<file path="src/rtl/dcrc_pkg.sv">
// Shared types, constants and the CRC byte update for the dual copy record check.
`timescale 1ns / 1ps
package dcrc_pkg;

  localparam int MaxRecordBytes = 64;
  localparam int RecordBytesW   = 7;
  localparam logic [RecordBytesW-1:0] RecordBytesRst = 7'd24;
  localparam int MinRecordBytes = 3;

  localparam logic [15:0] CrcPoly = 16'h8005;
  localparam logic [15:0] CrcInit = 16'hFFFF;

  typedef enum logic [1:0] {
    ChoiceBoth   = 2'd0,
    ChoiceFirst  = 2'd1,
    ChoiceSecond = 2'd2,
    ChoiceNone   = 2'd3
  } choice_e;

  typedef struct packed {
    logic [7:0] data_byte;
  } in_beat_t;

  typedef struct packed {
    logic [1:0] choice;
    logic       first_good;
    logic       second_good;
  } out_beat_t;

  typedef struct packed {
    logic [RecordBytesW-1:0] record_bytes;
  } cfg_beat_t;

  typedef struct packed {
    logic      fire;
    out_beat_t beat;
  } core_res_t;

  function automatic logic [15:0] crc_byte(input logic [15:0] crc, input logic [7:0] b);
    logic [15:0] c;
    c = crc ^ {b, 8'h00};
    for (int k = 0; k < 8; k++) begin
      if (c[15]) begin
        c = {c[14:0], 1'b0} ^ CrcPoly;
      end else begin
        c = {c[14:0], 1'b0};
      end
    end
    return c;
  endfunction

endpackage

</file>
<file path="src/rtl/dcrc_chan_if.sv">
// Valid/ready channel interface carrying one payload beat.
`timescale 1ns / 1ps
interface dcrc_chan_if #(
  parameter type payload_t = logic
);
  logic     valid;
  logic     ready;
  payload_t data;

  modport source (output valid, output data, input ready);
  modport sink (input valid, input data, output ready);
endinterface

</file>
<file path="src/rtl/dcrc_core.sv">
// Record checker state: CRC accumulation, stored CRC capture and copy verdict.
`timescale 1ns / 1ps
module dcrc_core import dcrc_pkg::*; #(
  parameter int MAX_RECORD_BYTES = MaxRecordBytes
) (
  input  logic                    clk_i,
  input  logic                    rst_ni,
  input  logic                    step_i,
  input  logic [7:0]              byte_i,
  input  logic [RecordBytesW-1:0] record_bytes_i,
  output core_res_t               res_o
);

  localparam int PosW  = $clog2(MAX_RECORD_BYTES);
  localparam int MaxLw = $clog2(MAX_RECORD_BYTES + 1);
  localparam int LenW  = ((RecordBytesW > MaxLw) ? RecordBytesW : MaxLw) + 1;
  localparam logic [LenW-1:0] MaxLen = LenW'(MAX_RECORD_BYTES);
  localparam logic [LenW-1:0] MinLen = LenW'(MinRecordBytes);

  logic [15:0]     crc_q, crc_d;
  logic [PosW-1:0] pos_q, pos_d;
  logic            copy_q, copy_d;
  logic [7:0]      low_q, low_d;
  logic            first_ok_q, first_ok_d;

  logic [LenW-1:0] rb_ext, len, pos_two;
  logic            is_body, is_low, ok;
  choice_e         choice;

  always_comb begin
    rb_ext = LenW'(record_bytes_i);
    priority if (rb_ext < MinLen) begin
      len = MinLen;
    end else if (rb_ext > MaxLen) begin
      len = MaxLen;
    end else begin
      len = rb_ext;
    end
    pos_two = LenW'(pos_q) + LenW'(2);
    is_body = pos_two < len;
    is_low  = pos_two == len;
    ok      = crc_q == {byte_i, low_q};

    priority if (first_ok_q && ok) begin
      choice = ChoiceBoth;
    end else if (first_ok_q) begin
      choice = ChoiceFirst;
    end else if (ok) begin
      choice = ChoiceSecond;
    end else begin
      choice = ChoiceNone;
    end

    crc_d      = crc_q;
    pos_d      = pos_q;
    copy_d     = copy_q;
    low_d      = low_q;
    first_ok_d = first_ok_q;
    if (step_i) begin
      priority if (is_body) begin
        crc_d = crc_byte(crc_q, byte_i);
        pos_d = pos_q + PosW'(1);
      end else if (is_low) begin
        low_d = byte_i;
        pos_d = pos_q + PosW'(1);
      end else begin
        crc_d = CrcInit;
        pos_d = '0;
        low_d = '0;
        if (!copy_q) begin
          first_ok_d = ok;
          copy_d     = 1'b1;
        end else begin
          first_ok_d = 1'b0;
          copy_d     = 1'b0;
        end
      end
    end

    // flag a byte that ends the pair, whether or not it steps this cycle
    res_o.fire             = !is_body && !is_low && copy_q;
    res_o.beat.choice      = choice;
    res_o.beat.first_good  = first_ok_q;
    res_o.beat.second_good = ok;
  end

  always_ff @(posedge clk_i or negedge rst_ni) begin
    if (!rst_ni) begin
      crc_q      <= CrcInit;
      pos_q      <= '0;
      copy_q     <= 1'b0;
      low_q      <= '0;
      first_ok_q <= 1'b0;
    end else begin
      crc_q      <= crc_d;
      pos_q      <= pos_d;
      copy_q     <= copy_d;
      low_q      <= low_d;
      first_ok_q <= first_ok_d;
    end
  end

endmodule

</file>
<file path="src/rtl/dual_copy_record_crc_check_unit.sv">
// Top level: input register, record checker and result register.
// Path: an accepted byte is held in the input register and then steps the check state;
// the verdict of a pair is captured in the result register and driven on out_o.
// Throughput: one byte per cycle, limited only by the result register when full.
// Reset: CRC to 0xFFFF, position and copy to the start of a pair, length to 24.
`timescale 1ns / 1ps
module dual_copy_record_crc_check_unit import dcrc_pkg::*; #(
  parameter int MAX_RECORD_BYTES = MaxRecordBytes
) (
  input  logic          clk_i,
  input  logic          rst_ni,
  dcrc_chan_if.sink     in_i,
  dcrc_chan_if.sink     cfg_i,
  dcrc_chan_if.source   out_o
);

  logic                    in_vld_q;
  logic [7:0]              in_byte_q;
  logic                    out_vld_q;
  out_beat_t               out_beat_q;
  logic [RecordBytesW-1:0] record_bytes_q;
  logic                    advance;
  core_res_t               res;
  in_beat_t                in_beat;
  cfg_beat_t               cfg_beat;

  assign in_beat  = in_i.data;
  assign cfg_beat = cfg_i.data;

  // advance the held beat unless it carries a verdict and the result slot is blocked
  assign advance     = in_vld_q && (!out_vld_q || out_o.ready || !res.fire);
  assign in_i.ready  = !in_vld_q || advance;
  assign cfg_i.ready = 1'b1;
  assign out_o.valid = out_vld_q;
  assign out_o.data  = out_beat_q;

  dcrc_core #(
    .MAX_RECORD_BYTES(MAX_RECORD_BYTES)
  ) u_core (
    .clk_i         (clk_i),
    .rst_ni        (rst_ni),
    .step_i        (advance),
    .byte_i        (in_byte_q),
    .record_bytes_i(record_bytes_q),
    .res_o         (res)
  );

  always_ff @(posedge clk_i or negedge rst_ni) begin
    if (!rst_ni) begin
      in_vld_q       <= 1'b0;
      out_vld_q      <= 1'b0;
      record_bytes_q <= RecordBytesRst;
    end else begin
      if (in_i.valid && in_i.ready) begin
        in_vld_q <= 1'b1;
      end else if (advance) begin
        in_vld_q <= 1'b0;
      end
      if (advance && res.fire) begin
        out_vld_q <= 1'b1;
      end else if (out_o.ready) begin
        out_vld_q <= 1'b0;
      end
      if (cfg_i.valid) begin
        record_bytes_q <= cfg_beat.record_bytes;
      end
    end
  end

  always_ff @(posedge clk_i) begin
    if (in_i.valid && in_i.ready) begin
      in_byte_q <= in_beat.data_byte;
    end
    if (advance && res.fire) begin
      out_beat_q <= res.beat;
    end
  end

endmodule

</file>
<file path="src/flat_wrapper.sv">
// flat-port wrapper written by rule: the top's interface ports become plain ports
module dual_copy_record_crc_check_unit_flat import dcrc_pkg::*;
#(
  parameter int MAX_RECORD_BYTES = MaxRecordBytes
)
  (clk_i, rst_ni, in_i_valid, in_i_data, in_i_ready, cfg_i_valid, cfg_i_data, cfg_i_ready, out_o_valid, out_o_data, out_o_ready);
  dcrc_chan_if #(.payload_t(in_beat_t)) in_i_i ();
  dcrc_chan_if #(.payload_t(cfg_beat_t)) cfg_i_i ();
  dcrc_chan_if #(.payload_t(out_beat_t)) out_o_i ();
  input  logic clk_i;
  input  logic rst_ni;
  input wire logic [$bits(in_i_i.valid)-1:0] in_i_valid;
  input wire logic [$bits(in_i_i.data)-1:0] in_i_data;
  output wire logic [$bits(in_i_i.ready)-1:0] in_i_ready;
  input wire logic [$bits(cfg_i_i.valid)-1:0] cfg_i_valid;
  input wire logic [$bits(cfg_i_i.data)-1:0] cfg_i_data;
  output wire logic [$bits(cfg_i_i.ready)-1:0] cfg_i_ready;
  output wire logic [$bits(out_o_i.valid)-1:0] out_o_valid;
  output wire logic [$bits(out_o_i.data)-1:0] out_o_data;
  input wire logic [$bits(out_o_i.ready)-1:0] out_o_ready;
  assign in_i_i.valid = in_i_valid;
  assign in_i_i.data = in_i_data;
  assign in_i_ready = in_i_i.ready;
  assign cfg_i_i.valid = cfg_i_valid;
  assign cfg_i_i.data = cfg_i_data;
  assign cfg_i_ready = cfg_i_i.ready;
  assign out_o_valid = out_o_i.valid;
  assign out_o_data = out_o_i.data;
  assign out_o_i.ready = out_o_ready;
  dual_copy_record_crc_check_unit #(.MAX_RECORD_BYTES(MAX_RECORD_BYTES)) u_core (.clk_i(clk_i), .rst_ni(rst_ni), .in_i(in_i_i), .cfg_i(cfg_i_i), .out_o(out_o_i));
endmodule
</file>
<file path="config.mk">
export PLATFORM = sky130hd
export DESIGN_NAME = dual_copy_record_crc_check_unit_flat
export DESIGN_NICKNAME = d
export VERILOG_FILES = /design/src/rtl/dcrc_pkg.sv /design/src/rtl/dcrc_chan_if.sv /design/src/rtl/dcrc_core.sv /design/src/rtl/dual_copy_record_crc_check_unit.sv /design/src/flat_wrapper.sv
export SDC_FILE = /design/constraint.sdc
export NUM_CORES = 1
export LEC_CHECK = 0
export ABC_AREA = 1
export BUFFER_PORTS_ARGS = -buffer_cell sky130_fd_sc_hd__buf_2
export CAP_MARGIN = 10
export CORE_MARGIN = 8
export CORE_UTILIZATION = 50
export DETAILED_ROUTE_END_ITERATION = 8
export PLACE_DENSITY = 0.75
export SYNTH_ARGS = -nofsm -noshare
export SYNTH_HDL_FRONTEND = slang
export SYNTH_SLANG_ARGS = --single-unit
export TNS_END_PERCENT = 10
</file>
<file path="constraint.sdc">
create_clock -name clk_i -period 6.3 [get_ports clk_i]
set_input_delay 0 -clock clk_i [delete_from_list [all_inputs] [get_ports clk_i]]
set_output_delay 0 -clock clk_i [all_outputs]
set_load 0.005 [all_outputs]
</file>
# Word level (Yosys, flattened, before mapping)
# Cells that the tools add are included.
# W data, S select, Z words.
[totals]
register_bits = 53
inputBits = 20
output_inout_bits = 7
wordCells = 89
[classes]
add_sub_neg = 2
magnitude_cmp = 3
n_eq_ne = 3
muxes = 37
bitwise_logic = 11
n_reduce_logical = 20
[op_table]
columns = ["cell", "count"]
rows = [
  ["$mux W16", 24],
  ["$not A3 Y3", 8],
  ["$eq A16 B16 Y1", 1],
  ["$mux W8", 2],
  ["$xor A16 B16 Y16", 1],
  ["$mux W6", 2],
  ["$eq A7 B8 Y1", 1],
  ["$lt A7 B8 Y1", 1],
  ["$mux W1", 8],
  ["$add A6 B2 Y7 const B", 1],
  ["$gt A7 B7 Y1 const B", 1],
  ["$lt A7 B2 Y1 const B", 1],
  ["$mux W7", 1],
  ["$add A6 B1 Y6 const B", 1],
  ["$logic_and A1 B1 Y1", 6],
  ["$logic_not A1 Y1", 5],
  ["$reduce_and A2 Y1", 2],
  ["$reduce_bool A2 Y1", 2],
  ["$logic_or A1 B1 Y1", 3],
  ["$reduce_and A3 Y1", 1],
  ["$ne A2 B2 Y1 const B", 1],
  ["$not A1 Y1", 2],
  ["$reduce_or A2 Y1", 1],
]

# Longest topological paths before layout
# Gate-level depths: netlist of run 1.
[logic_depth]
depth_word = 38
depth_mapped = 16
mapped_depth_nobuf = 16

# Modules after synthesis
# A second synthesis of run 1 with hierarchy kept.
[hier_totals]
hier_cells = 334
hier_area_um2 = 2877.8
[modules_own_cells]
columns = ["module", "n_inst", "cells_each", "area_each_um2", "seq_area_each_um2"]
rows = [
  ["dcrc_core", 1, 276, 2114.5, 820.8],
  ["dual_copy_record_crc_check_unit", 1, 58, 763.2, 588.1],
]

# Worst setup path after synthesis of run 1
# Ideal clock, no wire load.
[synth_path]
path_type = "register to register"
start = "register u_core.record_bytes_q[2]"
end = "register u_core.out_beat_q (netlist bit u_core.out_o.data[0]) (enable)"
setup_time_ps = 337
arrival_time_ps = 2480
t_required_ps = 5963
path_slack_ps = 3483
stages_incl_launch_ff = 14
n_path_buf = 0
synth_period_minus_slack_ps = 2817
cell_sequence = "dfrtp_1 nor4_1 inv_1 o31ai_1 nand2_1 ha_1 nand2_1 nor4_4 inv_2 nand3_2 nand2_4 inv_4 nand2_2 nor2_1"
[synth_between]
elab_chain_cells = 11
word_cells_on_any_way = 14
classes_between = "3 x order compare; 1 x eq/ne; 2 x mux; 8 x reduce/logical"
[synth_lines]
columns = ["item", "line_no", "text"]
rows = [
  ["start: declaration", "dual_copy_record_crc_check_unit.sv:21", "logic [RecordBytesW-1:0] record_bytes_q;"],
  ["start signal: assignment", "dual_copy_record_crc_check_unit.sv:52", "record_bytes_q <= RecordBytesRst;"],
  ["start signal: assignment", "dual_copy_record_crc_check_unit.sv:65", "record_bytes_q <= cfg_beat.record_bytes;"],
  ["$gt A7 B7 Y1", "dcrc_core.sv:34", "end else if (rb_ext > MaxLen) begin"],
  ["$mux W7", "dcrc_core.sv:34", ""],
  ["$mux W8 *", "dcrc_core.sv:32", "priority if (rb_ext < MinLen) begin"],
  ["$lt A7 B8 Y1 or $eq A7 B8 Y1 (tied branches)", "dcrc_core.sv:40, dcrc_core.sv:41", ""],
  ["$logic_not A1 Y1", "dcrc_core.sv:81", "res_o.fire = !is_body && !is_low && copy_q;"],
  ["$logic_and A1 B1 Y1 * (2 in a row)", "dcrc_core.sv:81", ""],
  ["$logic_not A1 Y1", "dual_copy_record_crc_check_unit.sv:31", "assign advance = in_vld_q && (!out_vld_q || out_o.ready || !res.fire);"],
  ["$logic_or A1 B1 Y1", "dual_copy_record_crc_check_unit.sv:31", ""],
  ["$logic_and A1 B1 Y1", "dual_copy_record_crc_check_unit.sv:31", ""],
  ["$logic_and A1 B1 Y1 *", "dual_copy_record_crc_check_unit.sv:74", "if (advance && res.fire) begin"],
  ["end signal: assignment", "dual_copy_record_crc_check_unit.sv:75", "out_beat_q <= res.beat;"],
  ["end: declaration", "dual_copy_record_crc_check_unit.sv:20", "out_beat_t out_beat_q;"],
]
# Every way passes the cells marked *; elsewhere a longest branch is shown, timed or not.
# A chain may end at the register's enable or synchronous reset.

# Worst setup path after layout of run 1
[layout_path]
start = "register u_core.record_bytes_q[2]"
end = "register u_core.u_core.crc_q[0]"
[layout_between]
elab_chain_cells = 11
word_cells_on_any_way = 16
classes_between = "3 x order compare; 2 x eq/ne; 3 x mux; 8 x reduce/logical"
[layout_lines]
columns = ["item", "line_no", "text"]
rows = [
  ["$gt A7 B7 Y1", "dcrc_core.sv:34", ""],
  ["$mux W7", "dcrc_core.sv:34", ""],
  ["$mux W8 *", "dcrc_core.sv:32", ""],
  ["$lt A7 B8 Y1 or $eq A7 B8 Y1 (tied branches)", "dcrc_core.sv:40, dcrc_core.sv:41", ""],
  ["$logic_not A1 Y1", "dcrc_core.sv:81", ""],
  ["$logic_and A1 B1 Y1 (2 in a row)", "dcrc_core.sv:81", ""],
  ["$logic_not A1 Y1", "dual_copy_record_crc_check_unit.sv:31", ""],
  ["$logic_or A1 B1 Y1", "dual_copy_record_crc_check_unit.sv:31", ""],
  ["$logic_and A1 B1 Y1", "dual_copy_record_crc_check_unit.sv:31", ""],
  ["$reduce_and A2 Y1 (no line)", "n/a", ""],
  ["end signal: assignment", "dcrc_core.sv:89", "crc_q <= CrcInit;"],
  ["end signal: assignment", "dcrc_core.sv:95", "crc_q <= crc_d;"],
  ["end: declaration", "dcrc_core.sv:20", "logic [15:0] crc_q, crc_d;"],
]
# Marked as above.

==> flow_metrics.py, run 1 <==
metrics = {
    "yosys": {
        "synth_top_family_by_area": "simple AND/OR/NAND/NOR gates",
        "synth.largest_area_cell": "dfrtp_1",
        "synth_edf_count": 12,
        "muxShareOfSynthArea_pct": 1.95,
        "synth_xor_area_share_pct": 5.67,
        "synth_top_cell_area_share_pct": 19.9,
        "synth_compound_area_share_pct": 11.1,
        "ys_dominant_reg_cell": "dfrtp_1",
        "synth-simple-area-share_pct": 20.1,
        "syn_nets": 344,
        "synth_seq_cells": 53,
        "syn_area_um2": 2890,
        "synth_fa_ha_area_share_pct": 4.33,
        "ys_types": 39,
        "synth_warnings": 0,
        "avgSynthCellArea_um2": 9.21,
        "synthArstFlopShare_pct": 77.4,
        "netlist_instances": 314,
        "yosysSeqAreaShare_pct": 48.7,
        "netlist_top_cells_area": "dfrtp_1 20%, dfstp_2 16%, edfxtp_1 12%",
        "synth_common_cells": "66 x nand2_1, 47 x inv_1, 26 x nand3_1",
        "yosys.cell_count.top_type": "nand2_1",
    },
    "clock_network": {
        "root_buffer": "clkbuf_8",
        "cts_max_level": 2,
        "clk_latency_ns": 0.30,
        "cts_resized": 0,
        "cts_tree": "yes",
        "clock-sinks": 53,
        "clkTransAtPathRegs_ns": 0.10,
        "cts_buffers": 5,
        "cts_buffer_depth": 2,
    },
    "placement": {
        "numPortBuffers": 25,
        "place_hpwl_um": 4440,
        "placed_area_um2": 3080,
        "gp_congestion": 0.839,
        "place_ws_ns": 3.01,
    },
    "grt": {
        "met2_usage_pct": 22.9,
        "grt_use_met1_pct": 20.0,
        "overflow": 0,
        "antenna_found_initial": 0,
        "grt_pass1_vias": 2222,
        "grt_pass1_wl_um": 10300,
        "track_usage_pct": 14.8,
        "busiest_layer": "met2",
        "grt_max_degree": 42,
        "use_met3_pct": 3.67,
    },
    "die": {
        "die-area_um2": 8470,
        "rows": 27,
        "core_um2": 5540,
        "die_y_um": 92.0,
        "initial_core_util_pct": 52.2,
        "die_w_um": 92.0,
        "io_pins": 27,
    },
    "finish": {
        "final_area_um2": 3350,
        "fin_nets": 390,
        "diodes": 0,
        "fin_util_pct": 60.4,
        "syn_to_final_growth_pct": 15.8,
        "layout-drive-gt1-share_pct": 23.0,
    },
    "detailed_routing": {
        "drt_iter0_markers": 131,
        "vias": 2168,
        "firstDrtPassIters": 4,
        "routed_wl_um": 5890,
        "drc": 0,
        "avgViaCountPerCell": 5.01,
        "ant_nets": 0,
        "wire_per_inst_um": 13.6,
    },
    "sta": {
        "rsz0062_at_grt": "false",
        "period_minus_slack_ns": 3.36,
        "fin_crit_sh_pct": 53.4,
        "worst_pin_slew_ns": 0.899,
        "relSlewSlack_pct": 40.0,
        "finalHoldViolCount": 0,
        "setup_ws_ns": 2.94,
        "clock_skew_ns": 0.00537,
        "setup_viol": 0,
        "report.final.slew_viol_count": 0,
        "tns_ns": 0,
        "timing.fmax_mhz": 297,
    },
    "pwr": {
        "power_uw": 1430,
        "combPwrFrac_pct": 46.8,
        "p_int_uw": 833,
        "p_switching_uw": 598,
        "power_frac_seq_pct": 39.7,
        "power_leakage_uw": 0.00159,
        "power.density_nw_per_um2": 427,
        "clockPowerShare_pct": 13.5,
        "p_sw_share_pct": 41.8,
        "ir_worst_vdd_v": 0.000238,
    },
    "setup_path": {
        "end_kind": "flip-flop",
        "crit_path_max_fanout": 13,
        "crit_type": "reg2reg",
        "required_ns": 6.55,
        "critPathLaunchType": "flip-flop",
        "r2r_cells": 14,
        "arrival_ns": 3.61,
    },
    "run_status": {
        "status": "finished, final reports clean",
    },
    "worst_hold_path": {
        "hold_depth": 3,
        "hp-class": "in2reg",
    },
    "run": {
        "drv_cap": 0,
    },
}
## placed cells by master, fill, tap and decap left out, types with 2 or more instances in the layout
cell type / instances
nand2_1: 66
inv_1: 47
nand3_1: 26
buf_2: 25
dfrtp_1: 23
dlygate4sd3_1: 18
dfstp_2: 18
nor2_1: 14
o21ai_0: 14
edfxtp_1: 12
a22oi_2: 10
ha_1: 10
xor2_1: 9
o21ai_1: 7
xnor2_1: 6
nor3_1: 6
a21oi_1: 5
inv_2: 5
mux2_2: 5
clkbuf_8: 5
nand2_2: 4
o31ai_1: 3
nor4_1: 2
o211ai_1: 2
xnor2_2: 2
## critical path: stages, from the launching register on
cell and delay [ns]:
dfrtp_1 0.41, nor4_1 0.36, inv_1 0.10, o31ai_1 0.27, nand2_1 0.10, ha_1 0.33, nand3_1 0.12, nor4_4 0.44
inv_2 0.06, nand3_2 0.10, nand2_4 0.09, nor2_2 0.60, nand3_1 0.15, o21ai_1 0.12, inv_1 0.05
## power by group through the flow
stage                     Clock [µW]  Sequential, µW  Combinational (µW)
after CTS                        200             568                 671
after detailed placement           0             574                 656
after floorplan                    0             553                 539
after global routing             215             583                 766
after global placement             0             570                 640
final                            193             567                 670
## worst paths after layout
| check | end | startpoint | slack, ns |
|---|---|---|---|
| worst min-delay path | u_core.record_bytes_q[6] | cfg_i_valid | 0.02 |
| min in group asynchronous | u_core.in_vld_q | rst_ni | 0.36 |
| worst max register to register | u_core.u_core.crc_q[0] | u_core.record_bytes_q[2] | 2.94 |
| max in group asynchronous | u_core.u_core.low_q[1] | rst_ni | 5.39 |
| worst max-delay path | u_core.u_core.crc_q[0] | u_core.record_bytes_q[2] | 2.94 |
| worst min register to register | u_core.out_o.data[1] | u_core.u_core.first_ok_q | 0.46 |
## per-layer routing
layer	wire [µm]	share of wire [%]	vias up
met5	0	0	-
met2	2690	46	43
met4	39	0.66	0
met1	2900	49	1001
met3	255	4.3	5
li1	-	-	1119
## state kept, by name, indices dropped and copies added, names as in the netlist
| signal | cells |
|---|---|
| u_core.u_core.first_ok_q | 1 |
| u_core.out_o.valid | 1 |
| u_core.out_o.data | 4 |
| u_core.u_core.pos_q | 6 |
| u_core.in_byte_q | 8 |
| u_core.record_bytes_q | 7 |
| u_core.u_core.low_q | 8 |
| u_core.u_core.copy_q | 1 |
| u_core.in_vld_q | 1 |
| u_core.u_core.crc_q | 16 |
## logic make-up after synthesis
| group | count (synthesis) |
|---|---|
| AND/OR/NAND/NOR | 126 |
| buffers and inverters | 57 |
| flip-flops | 53 |
| AO/OA/AOI/OAI | 45 |
| XOR/XNOR | 17 |
| adder cells (fa/ha/maj) | 10 |
| multiplexers | 5 |
| other | 1 |
## layout make-up
type,count,area [µm²]
Inverter,53,201
Fill cell,496,2190
Clock buffer,5,68.8
Tap cell,72,90.1
Multi-Input combinational cell,204,1250
Sequential cell,53,1410
Clock inverter,3,21.3
Timing Repair Buffer,43,305
## metrics by stage
stage | hold slack [ns] | std cells
3_5_place_dp | 0.178 | 407
5_1_grt | 0.0401 | 433
4_1_cts | 0.0181 | 433
2_1_floorplan | -0.296 | 314
6_report | 0.0241 | 433
3_3_place_gp | 0.177 | 407
## what timing repair did
action | 4_1_cts | 5_1_grt
endpoints found under the hold margin | 40 | 0
hold buffers | 18 | 0
setup buffers | 0 | 0
Power figures use the tool's default switching activity.
==> run 2: changes to the inputs <==
clock period = 3.4 ns   (was 6.3 ns; I/O delays follow)
==> run 2 against run 1 <==
Against the previous run:
- first-iteration DRC count fell by 7.6%
- design area rose by 1.6%
- final cell count rose by 0.69%
- global-route usage rose by 0.28 points
- critical path type unchanged
- largest power group unchanged
- highest routed layer unchanged
==> flow_metrics.py, run 2 (same netlist as run 1, synthesis figures left out) <==
metrics = {
    "sta": {
        "worst_pin_slew_ns": 0.896,
        "tns_ns": 0,
        "report.final.slew_viol_count": 0,
        "fin_crit_sh_pct": 89.1,
        "relSlewSlack_pct": 40.3,
        "finalHoldViolCount": 0,
        "clock_skew_ns": 0.00491,
        "rsz0062_at_grt": "false",
        "setup_viol": 0,
        "period_minus_slack_ns": 3.03,
        "timing.fmax_mhz": 330,
        "whs_ns": 0.0126,
    },
    "worst_hold_path": {
        "hp-class": "in2reg",
    },
    "run_status": {
        "status": "finished, final reports clean",
    },
    "pwr": {
        "p_switching_uw": 1120,
        "ir_worst_vdd_v": 0.000422,
        "power_leakage_uw": 0.00161,
        "clockPowerShare_pct": 15.6,
        "p_sw_share_pct": 40.7,
        "power_frac_seq_pct": 38.0,
        "p_int_uw": 1630,
        "power.density_nw_per_um2": 808,
        "combPwrFrac_pct": 46.4,
    },
    "die": {
        "die-area_um2": 8470,
        "io_pins": 27,
        "core_um2": 5540,
        "die_y_um": 92.0,
        "initial_core_util_pct": 52.2,
        "rows": 27,
        "die_w_um": 92.0,
    },
    "finish": {
        "fin_nets": 393,
        "largest_reg_flops": 16,
        "fin_util_pct": 61.4,
        "layout-drive-gt1-share_pct": 23.9,
        "final_common_cell": "nand2_1",
        "largestRegisters": "u_core.u_core.crc_q x16, u_core.in_byte_q x8, u_core.u_core.low_q x8",
        "diodes": 0,
        "syn_to_final_growth_pct": 17.6,
        "largest-register": "u_core.u_core.crc_q",
        "num-fill-cells": 465,
        "final_area_um2": 3400,
        "final_cell_mix": "66 x nand2_1, 47 x inv_1, 26 x nand3_1, 25 x buf_2, 23 x dfrtp_1",
    },
    "grt": {
        "grt_pass1_wl_um": 10400,
        "overflow": 0,
        "grt_pass1_vias": 2250,
        "grt_max_degree": 42,
        "track_usage_pct": 15.1,
        "antenna_found_initial": 0,
    },
    "setup_path": {
        "reg2reg_to": "u_core.in_byte_q[4]",
        "critPathLaunch": "u_core.record_bytes_q[2]",
        "critPathLaunchType": "flip-flop",
        "crit_path_max_fanout": 8,
        "end_kind": "flip-flop",
        "reg2reg_from": "u_core.record_bytes_q[2]",
        "crit_type": "reg2reg",
        "arrival_ns": 3.05,
        "rrSetupSlack_ns": 0.37,
        "r2r_cells": 14,
        "required_ns": 3.42,
        "crit_end": "u_core.in_byte_q[4]",
    },
    "placement": {
        "gp_congestion": 0.843,
        "place_hpwl_um": 4570,
        "placed_area_um2": 3100,
        "numPortBuffers": 25,
    },
    "clock_network": {
        "root_buffer": "clkbuf_8",
        "clk_latency_ns": 0.31,
        "clock-sinks": 53,
        "clkTransAtPathRegs_ns": 0.09,
        "cts_max_level": 2,
        "cts_buffers": 5,
        "cts_buffer_depth": 2,
        "cts_tree": "yes",
    },
    "detailed_routing": {
        "routed_wl_um": 6010,
        "vias": 2207,
        "firstDrtPassIters": 4,
        "drc": 0,
        "drt_iter0_markers": 121,
        "ant_nets": 0,
        "avgViaCountPerCell": 5.06,
        "wire_per_inst_um": 13.8,
    },
    "run": {
        "drv_cap": 0,
    },
}
-- run 2: cell types whose count changed in the layout (fill, tap and decap cells not counted), sizes merged --
| cell | delta |
|---|---|
| buf | +3 |
| bufinv | +1 |
| clkbuf | +1 |
| clkinvlp | -1 |
| inv | -1 |
-- run 2: critical path, stage by stage (launching register included) --
cell and delay [ns]:
dfrtp_1 0.42, nor4_2 0.30, inv_1 0.09, o31ai_1 0.26, nand2_1 0.10, ha_1 0.29, nand2_1 0.09, o21ai_1 0.14
nand4_1 0.10, nand2_2 0.18, inv_1 0.06, nor2_1 0.22, nand3_1 0.19, nand2_1 0.12, inv_1 0.18
-- run 2: worst min path at each step --
stage	startpoint	to	slack (ns)	cells past startpoint
after global placement	rst_ni	u_core.u_core.low_q[7]	0.18	1
after floorplan	rst_ni	u_core.in_vld_q	-0.30	0
after CTS	cfg_i_valid	u_core.record_bytes_q[6]	0.008	3
after global routing	cfg_i_valid	u_core.record_bytes_q[6]	0.03	3
after detailed placement	in_i_data[2]	u_core.in_byte_q[2]	0.18	1
final	cfg_i_valid	u_core.record_bytes_q[0]	0.01	3
-- run 2: power groups by stage --
| stage | sequential, µW | combinational (µW) | clock (µW) |
|---|---|---|---|
| 2_1_floorplan | 1020 | 999 | 0 |
| 3_3_place_gp | 1050 | 1210 | 0 |
| 3_5_place_dp | 1060 | 1250 | 0 |
| 4_1_cts | 1040 | 1270 | 438 |
| 5_1_grt | 1070 | 1440 | 462 |
| 6_report | 1040 | 1270 | 428 |
-- run 2: timing repair --
action / 4_1_cts / 5_1_grt
endpoints found under the hold margin: 40 / 0
resized for setup: 0 / 2
hold buffers: 18 / 0
buffers inserted: 0 / 0
endpoints found under the setup margin: 0 / 12
-- run 2: metrics by stage --
| step | std cells | setup slack, ns | power, µW |
|---|---|---|---|
| global route | 436 | 0.00793 | 2970 |
| floorplan | 314 | 0.583 | 2020 |
| CTS | 436 | 0.323 | 2750 |
| finish | 436 | 0.371 | 2750 |
| detailed placement | 410 | 0.338 | 2300 |
| global placement | 410 | 0.435 | 2260 |
-- run 2: final cells by class --
class | count | area, µm² | share of cell area [%]
sequential | 53 | 1410 | 41.4
multi-input combinational | 204 | 1260 | 37.1
timing repair buffer | 46 | 328 | 9.64
inverter | 53 | 201 | 5.93
tap | 72 | 90.1 | 2.65
clock buffer | 6 | 72.6 | 2.13
clock inverter | 2 | 38.8 | 1.14
-- run 2: metal layers --
metal  track usage [%]  routed length [µm]
met1              19.9                2810
met2              24.0                2870
met3              3.42                 241
met4              4.83                  87
met5                 0                   0
